<file path="config.mk">
export PLATFORM = sky130hd
export DESIGN_NAME = obla_front
export DESIGN_NICKNAME = d
export VERILOG_FILES = /design/src/design/obla_pkg.sv /design/src/design/obla_front.sv
export SDC_FILE = /design/constraint.sdc
export NUM_CORES = 1
export LEC_CHECK = 0
export BUFFER_PORTS_ARGS = -buffer_cell sky130_fd_sc_hd__buf_2
export CAP_MARGIN = 20
export CORE_ASPECT_RATIO = 1.2
export CORE_UTILIZATION = 46
export DETAILED_ROUTE_END_ITERATION = 10
export MAX_ROUTING_LAYER = met4
export PLACE_DENSITY = 0.71
export SETUP_SLACK_MARGIN = 0.05
export SLEW_MARGIN = 20
export SYNTH_ARGS = -nofsm -noshare
export SYNTH_HDL_FRONTEND = slang
export SYNTH_SLANG_ARGS = --single-unit
</file>
<file path="constraint.sdc">
create_clock -name i_clk -period 23.3 [get_ports i_clk]
set_input_delay 4.66 -clock i_clk [delete_from_list [all_inputs] [get_ports i_clk]]
set_output_delay 4.66 -clock i_clk [all_outputs]
set_load 0.02 [all_outputs]
</file>
<file path="src/design/obla_pkg.sv">
// ----------------------------------------------------------------------------
// obla_pkg: shared types and constants of the order book level aggregator
// Table depths, message and reject codes, and the records that move
// between the front queue and the back engine.
// ----------------------------------------------------------------------------
package obla_pkg;

    localparam int ORDER_SLOTS = 1024;
    localparam int ORDER_AW    = $clog2(ORDER_SLOTS);
    localparam int LEVEL_SLOTS = 64;
    localparam int LEVEL_AW    = $clog2(LEVEL_SLOTS);
    localparam int QUEUE_DEPTH = 2;
    localparam int QUEUE_AW    = $clog2(QUEUE_DEPTH);

    localparam logic [1:0] OP_ADD     = 2'd0;
    localparam logic [1:0] OP_MODIFY  = 2'd1;
    localparam logic [1:0] OP_EXECUTE = 2'd2;
    localparam logic [1:0] OP_DELETE  = 2'd3;

    localparam logic [2:0] REJ_OK      = 3'd0;
    localparam logic [2:0] REJ_DUP_ID  = 3'd1;
    localparam logic [2:0] REJ_UNKNOWN = 3'd2;
    localparam logic [2:0] REJ_CROSS   = 3'd3;
    localparam logic [2:0] REJ_BAD_QTY = 3'd4;
    localparam logic [2:0] REJ_FULL    = 3'd5;

    typedef struct packed {
        logic [1:0]  op;
        logic [63:0] order_ref;
        logic        sell;
        logic [63:0] price;
        logic [31:0] quantity;
        logic        qty_zero;
    } t_req;

    typedef struct packed {
        logic        used;
        logic [63:0] key;
        logic        sell;
        logic [63:0] price;
        logic [31:0] remaining;
    } t_order;

    typedef struct packed {
        logic [63:0] price;
        logic [31:0] size;
    } t_level;

    typedef struct packed {
        logic        accepted;
        logic [2:0]  reject_reason;
        logic        bid_present;
        logic [63:0] best_bid_price;
        logic [31:0] best_bid_size;
        logic        ask_present;
        logic [63:0] best_ask_price;
        logic [31:0] best_ask_size;
    } t_result;

    typedef struct packed {
        logic hold;
        logic pop;
    } t_queue_ctl;

endpackage

</file>
<file path="src/design/obla_front.sv">
// ----------------------------------------------------------------------------
// obla_front: request intake queue
// Accept requests, classify them and hold them in a short queue until the
// back engine takes them.
// ----------------------------------------------------------------------------
module obla_front (
    input  logic                 i_clk,
    input  logic                 i_rst_n,
    input  logic                 i_in_valid,
    output logic                 o_in_stall,
    input  logic [1:0]           i_op,
    input  logic [63:0]          i_order_ref,
    input  logic                 i_side,
    input  logic signed [63:0]   i_price,
    input  logic [31:0]          i_quantity,
    input  obla_pkg::t_queue_ctl i_ctl,
    output logic                 o_req_valid,
    output obla_pkg::t_req       o_req
);

    obla_pkg::t_req                   r_mem [obla_pkg::QUEUE_DEPTH];
    logic [obla_pkg::QUEUE_AW-1:0]    r_wr_ptr;
    logic [obla_pkg::QUEUE_AW-1:0]    r_rd_ptr;
    logic [obla_pkg::QUEUE_AW:0]      r_count;
    logic                             w_push;
    logic                             w_pop;
    obla_pkg::t_req                   w_new;

    assign o_in_stall  = (r_count == (obla_pkg::QUEUE_AW+1)'(obla_pkg::QUEUE_DEPTH)) || i_ctl.hold;
    assign w_push      = i_in_valid && !o_in_stall;
    assign o_req_valid = (r_count != '0);
    assign w_pop       = i_ctl.pop && o_req_valid;
    assign o_req       = r_mem[r_rd_ptr];

    always_comb begin
        w_new.op        = i_op;
        w_new.order_ref = i_order_ref;
        w_new.sell      = i_side;
        w_new.price     = i_price;
        w_new.quantity  = i_quantity;
        w_new.qty_zero  = (i_quantity == '0);
    end

    always_ff @(posedge i_clk) begin
        if (w_push) begin
            r_mem[r_wr_ptr] <= w_new;
        end
    end

    always_ff @(posedge i_clk) begin
        if (!i_rst_n) begin
            r_wr_ptr <= '0;
            r_rd_ptr <= '0;
            r_count  <= '0;
        end else begin
            if (w_push) begin
                r_wr_ptr <= r_wr_ptr + 1'b1;
            end
            if (w_pop) begin
                r_rd_ptr <= r_rd_ptr + 1'b1;
            end
            if (w_push && !w_pop) begin
                r_count <= r_count + 1'b1;
            end else if (!w_push && w_pop) begin
                r_count <= r_count - 1'b1;
            end
        end
    end

endmodule

</file>
== Word level (Yosys, flattened, before mapping) ==
Memories as Yosys holds them, arrays and structs flattened. A register that Yosys moved wholly into a read port is not among the register bits.
Cells that the tools add are included.
Operators by class
  add/subtract/negate cells: 4
  eq/ne operators: 1
  muxes and demuxes: 6
  reductions and logical operators: 11
Operator list (number)
  logical NOT 32 bit: 1
  logical AND 1 bit: 4
  two-way mux 1 bit: 4
  two-way mux 2 bit: 2
  nonzero test 2 bit: 2
  logical NOT 1 bit: 3
  adder 1 bit, second input constant: 2
  adder 2 x 1 -> 2 bit, second input constant: 1
  == test 2 bit, second input constant: 1
  subtractor 2 x 1 -> 2 bit, second input constant: 1
  logical OR 1 bit: 1
Storage, ports and cells
  register bits after elaboration: 4
  bits in writable memories: 328
  logic and storage cells: 26
  memories: 1
Memory list
  r_mem: words 2, bits a word 164, read ports 1, clocked after memory_dff 1, wr ports 1, line obla_front.sv:21  | obla_pkg::t_req r_mem [obla_pkg::QUEUE_DEPTH];

== Depth between registers and ports, before layout ==
  word-level depth: 8
  depth in mapped cells: 6
  gate-level depth less buffers: 6

== Worst setup path after synthesis ==
No wires, ideal clock.
  path kind: in2reg
  start: input i_ctl[1] in the netlist's numbering
  end: memory r_mem[0][0] in the netlist's numbering, enable pin
  setup time: 709 ps
  data arrival time: 12169 ps
  required time: 22591 ps
  setup slack: 10422 ps
  stages on the path: 2
  path buffers: 0
  cell sequence: nor3b_2 nor2b_1
On the way
  longest elaborated chain between the ends: 5
Ends and longest elaborated chain
  from (decl): line obla_front.sv:16  | input obla_pkg::t_queue_ctl i_ctl,
  logical OR 1 bit: line obla_front.sv:29  | assign o_in_stall = (r_count == (obla_pkg::QUEUE_AW+1)'(obla_pkg::QUEUE_DEPTH)) || i_ctl.hold;
  logical NOT 1 bit: line obla_front.sv:30  | assign w_push = i_in_valid && !o_in_stall;
  logical AND 1 bit: line obla_front.sv:30
  two-way mux 1 bit: line obla_front.sv:45  | if (w_push) begin
  two-way mux 1 bit (implied by the code): line obla_front.sv:46  | r_mem[r_wr_ptr] <= w_new;
  to (decl): line obla_front.sv:21
No other way between the ends.

== Worst setup path after layout ==
  start: input i_ctl[1] in the netlist's numbering
  end: output o_in_stall
On the way
  longest elaborated chain between the ends: 1
Ends and longest elaborated chain
  logical OR 1 bit: line obla_front.sv:29
  to (decl): line obla_front.sv:10  | output logic o_in_stall,
No other way between the ends.

==> run summary <==
Run status: finished clean
WL per Instance: 18.50 um
Synthesized instance count: 546
Critical Path Source Type: input port
Max-capacitance violation count: 0
Antenna Violating Nets Remaining: 0
Sinks on the clock net: 333
Sequential-to-total area share from yosys stat: 81.97%
Worst voltage drop across the vdd grid: 0.07980 mV
Final core utilization: 58.78%
TritonCTS clock tree: yes
Cell Pwr Density: 104.8 mW/mm2
Die height: 179.9 um
Layout cell share with drive strength beyond 1: 42.41%
Top area cells in the synthesized netlist: sky130_fd_sc_hd__edfxtp_1 (81%), sky130_fd_sc_hd__mux2_1 (15%), sky130_fd_sc_hd__buf_4 (0.99%), sky130_fd_sc_hd__dfxtp_1 (0.82%), sky130_fd_sc_hd__nor4_1 (0.41%)
Cell at the slowest stage of the critical path: sky130_fd_sc_hd__or2_2
Width of the die: 150.3 um
Design Power: 1.584 mW
Hold Worst Slack: 0.5168 ns
Quantity of hold-fixing buffers added after cts: 0
Detailed Place HPWL: 15490 um
Total Neg Setup Slack: 0 ns
Top-count cell post-synth: sky130_fd_sc_hd__edfxtp_1
Maximum fanout encountered on the critical timing path: 2
Netlist cell types: 23
Commonest register cell after synthesis: sky130_fd_sc_hd__edfxtp_1
Port Buf Inserts: 333
Slew HR: 29.89%
Cell Area, Placed: 0.01415 mm2
Cells resized by post-CTS repair: 0
Nets in the synthesized netlist: 715
Area share of the largest cell type after synthesis: 81.15%
Most instantiated cells after synthesis: sky130_fd_sc_hd__edfxtp_1 (328), sky130_fd_sc_hd__mux2_1 (160), sky130_fd_sc_hd__buf_4 (16)
Place WS: 13.43 ns
Multiplexer share of the synthesized area: 15.30%
CTS root buf: sky130_fd_sc_hd__clkbuf_16
Unrepaired setup endpoints after global routing: no
Count of yosys warnings during synthesis: 0
Routed via count: 6190
Final non-filler cell area: 0.01511 mm2
Hold violation count in the final report: 0
Type of the worst setup path: input port to output port
Worst path max stage delay: 0.28 ns
Adder-Cell Fraction of Synth Area: 0.1031%
Final Skew: 0.004393 ns
Gr ovfl total: 0
Crit path max-delay family: simple AND/OR/NAND/NOR gates
Most area-hungry cell type in the Yosys netlist: sky130_fd_sc_hd__edfxtp_1
Highest clock rate: 0.1013 GHz
Static Leakage: 5.577 nW
Total GRT Usage: 17.78%
Async set-or-reset flop fraction in the synthesized netlist: 0%
Critical path cell sequence: buf_2 -> or2_2 -> buf_2
Worst setup EP type: output port
Post-synthesis share of cell area spent on xor and xnor gates: 0.2165%
Type of the worst min-delay path: flip-flop to flip-flop
Number of levels the H-tree was split into: 1
Total Die Area: 0.02704 mm2
DRC violations left: 0
Area of the core region: 0.02570 mm2
Number of CTS-inserted buffers: 31
Total number of nets in the final design: 1069
Row count: 64
Crit path setup slack, layout: 13.43 ns
Setup repair bufs after CTS: 0
CTS Buffer Depth: 3
Post-route fraction of the period consumed by the critical path: 42.36%
Flip-flop and latch count after synthesis: 333
Final Routed Wirelength: 23210 um
Arrival @ worst endpoint: 5.21 ns
Layout-stage area growth over the synthesis result: 24.48%
Wire length of the first global-routing pass: 35200 um
Avg Vias per Cell: 4.932
Number of enable flip-flop cells after synthesis: 328
Mean instance size in the synthesized netlist: 22.23 um2
Period minus WS final: 9.869 ns
Antenna violations before repair: 3
I/O pin cnt: 334
Clock latency on the worst-skew pair: 0.55 ns
Number of buffers and inverters on the critical path: 2
Netlist Area Pre-Place: 0.01214 mm2
Slew at the pin closest to its max-slew limit: 1.052 ns
Simple-Gate Fraction of Synth Area: 1.196%
Starting utilization of the core area: 47.22%
Via count of the first global-routing pass: 6545
Most frequent cell on the critical path: sky130_fd_sc_hd__buf_2
Last weighted congestion value of the routability-driven placer: 0.7633
Maximum number of pins on one net before global-route repair: 78
Detailed Route Iter0 Violations: 270
Final Max Tran Viols: 0
Share of the synthesized area in compound gates (AO/OA/AOI/OAI): 0.1443%
Combinational family with the most area after synthesis: multiplexers
Clock transition at the register clock pins on the worst setup and hold paths after CTS: 0.06 ns
Number of detailed-route iterations in the first pass: 4
Number of standard cells in the final layout excluding fillers: 1255
Placed cell count: 1197
Worst Path Required: 18.64 ns
Setup violation total in the final timing report: 0
[final timing paths]
check | from | end | slack (ns) | cells after the start
worst min-delay path | r_count[1] | r_count[1] | 0.52 | 2
worst max register to register | r_count[0] | r_mem[0][160] | 20.64 | 4
worst min register to register | r_count[1] | r_count[1] | 0.52 | 2
worst max-delay path | i_ctl[1] | o_in_stall | 13.43 | 3
[cell type report]
class                   count  area [um2]
diodes                      3       7.507
well taps                 330       412.9
flip-flops and latches    333        9953
clock buffers              43       850.8
fillers                  1990       10600
clock inverters            12       105.1
multi-input cells         195        2068
repair buffers            339        1712
[cell families after synthesis]
kind of cell / after synthesis
mux: 165
xor+xnor: 3
fa+ha+maj: 1
simple gates: 23
flops: 333
buf+inv: 18
compound gates: 3
[metal layers]
| layer | up-vias | GRT usage [%] | wire (um) |
|---|---|---|---|
| met5 | - | - | 0 |
| met4 | 0 | 8.202 | 1009 |
| met3 | 63 | 4.086 | 1549 |
| met2 | 228 | 31.39 | 12360 |
| met1 | 3005 | 18.45 | 8296 |
| li1 | 2894 | - | - |
[sequential cells by signal, indices dropped and copies added (netlist names), named ones only]
name      count
r_mem       328
r_count       2
r_rd_ptr      1
r_wr_ptr      1
[power breakdown]
group / leakage [nW] / switching, mW / internal (mW)
sequential: 3.05 / 0.0184 / 0.714
combinational: 2.06 / 0.240 / 0.138
clock: 0.472 / 0.199 / 0.274
total: 5.58 / 0.458 / 1.13
[placed cells by master, fill, tap and decap left out, drive strengths merged, types with 2 or more instances in the layout]
master,n
dfxtp,5
diode,3
or2,2
nand4,2
mux2,164
buf,339
and2,4
o21ai,2
nor2b,2
xnor2,2
edfxtp,328
nor4,8
clkinv,10
clkbuf,43
bufinv,2
[worst reg2reg max path, delay by kind of cell (launching register included)]
kind                   cells  cell delay [ns]
DFF                        1             0.41
buffers and inverters      1             0.84
and+or+nand+nor            3             0.93
(Power assumes the default switching activity.)
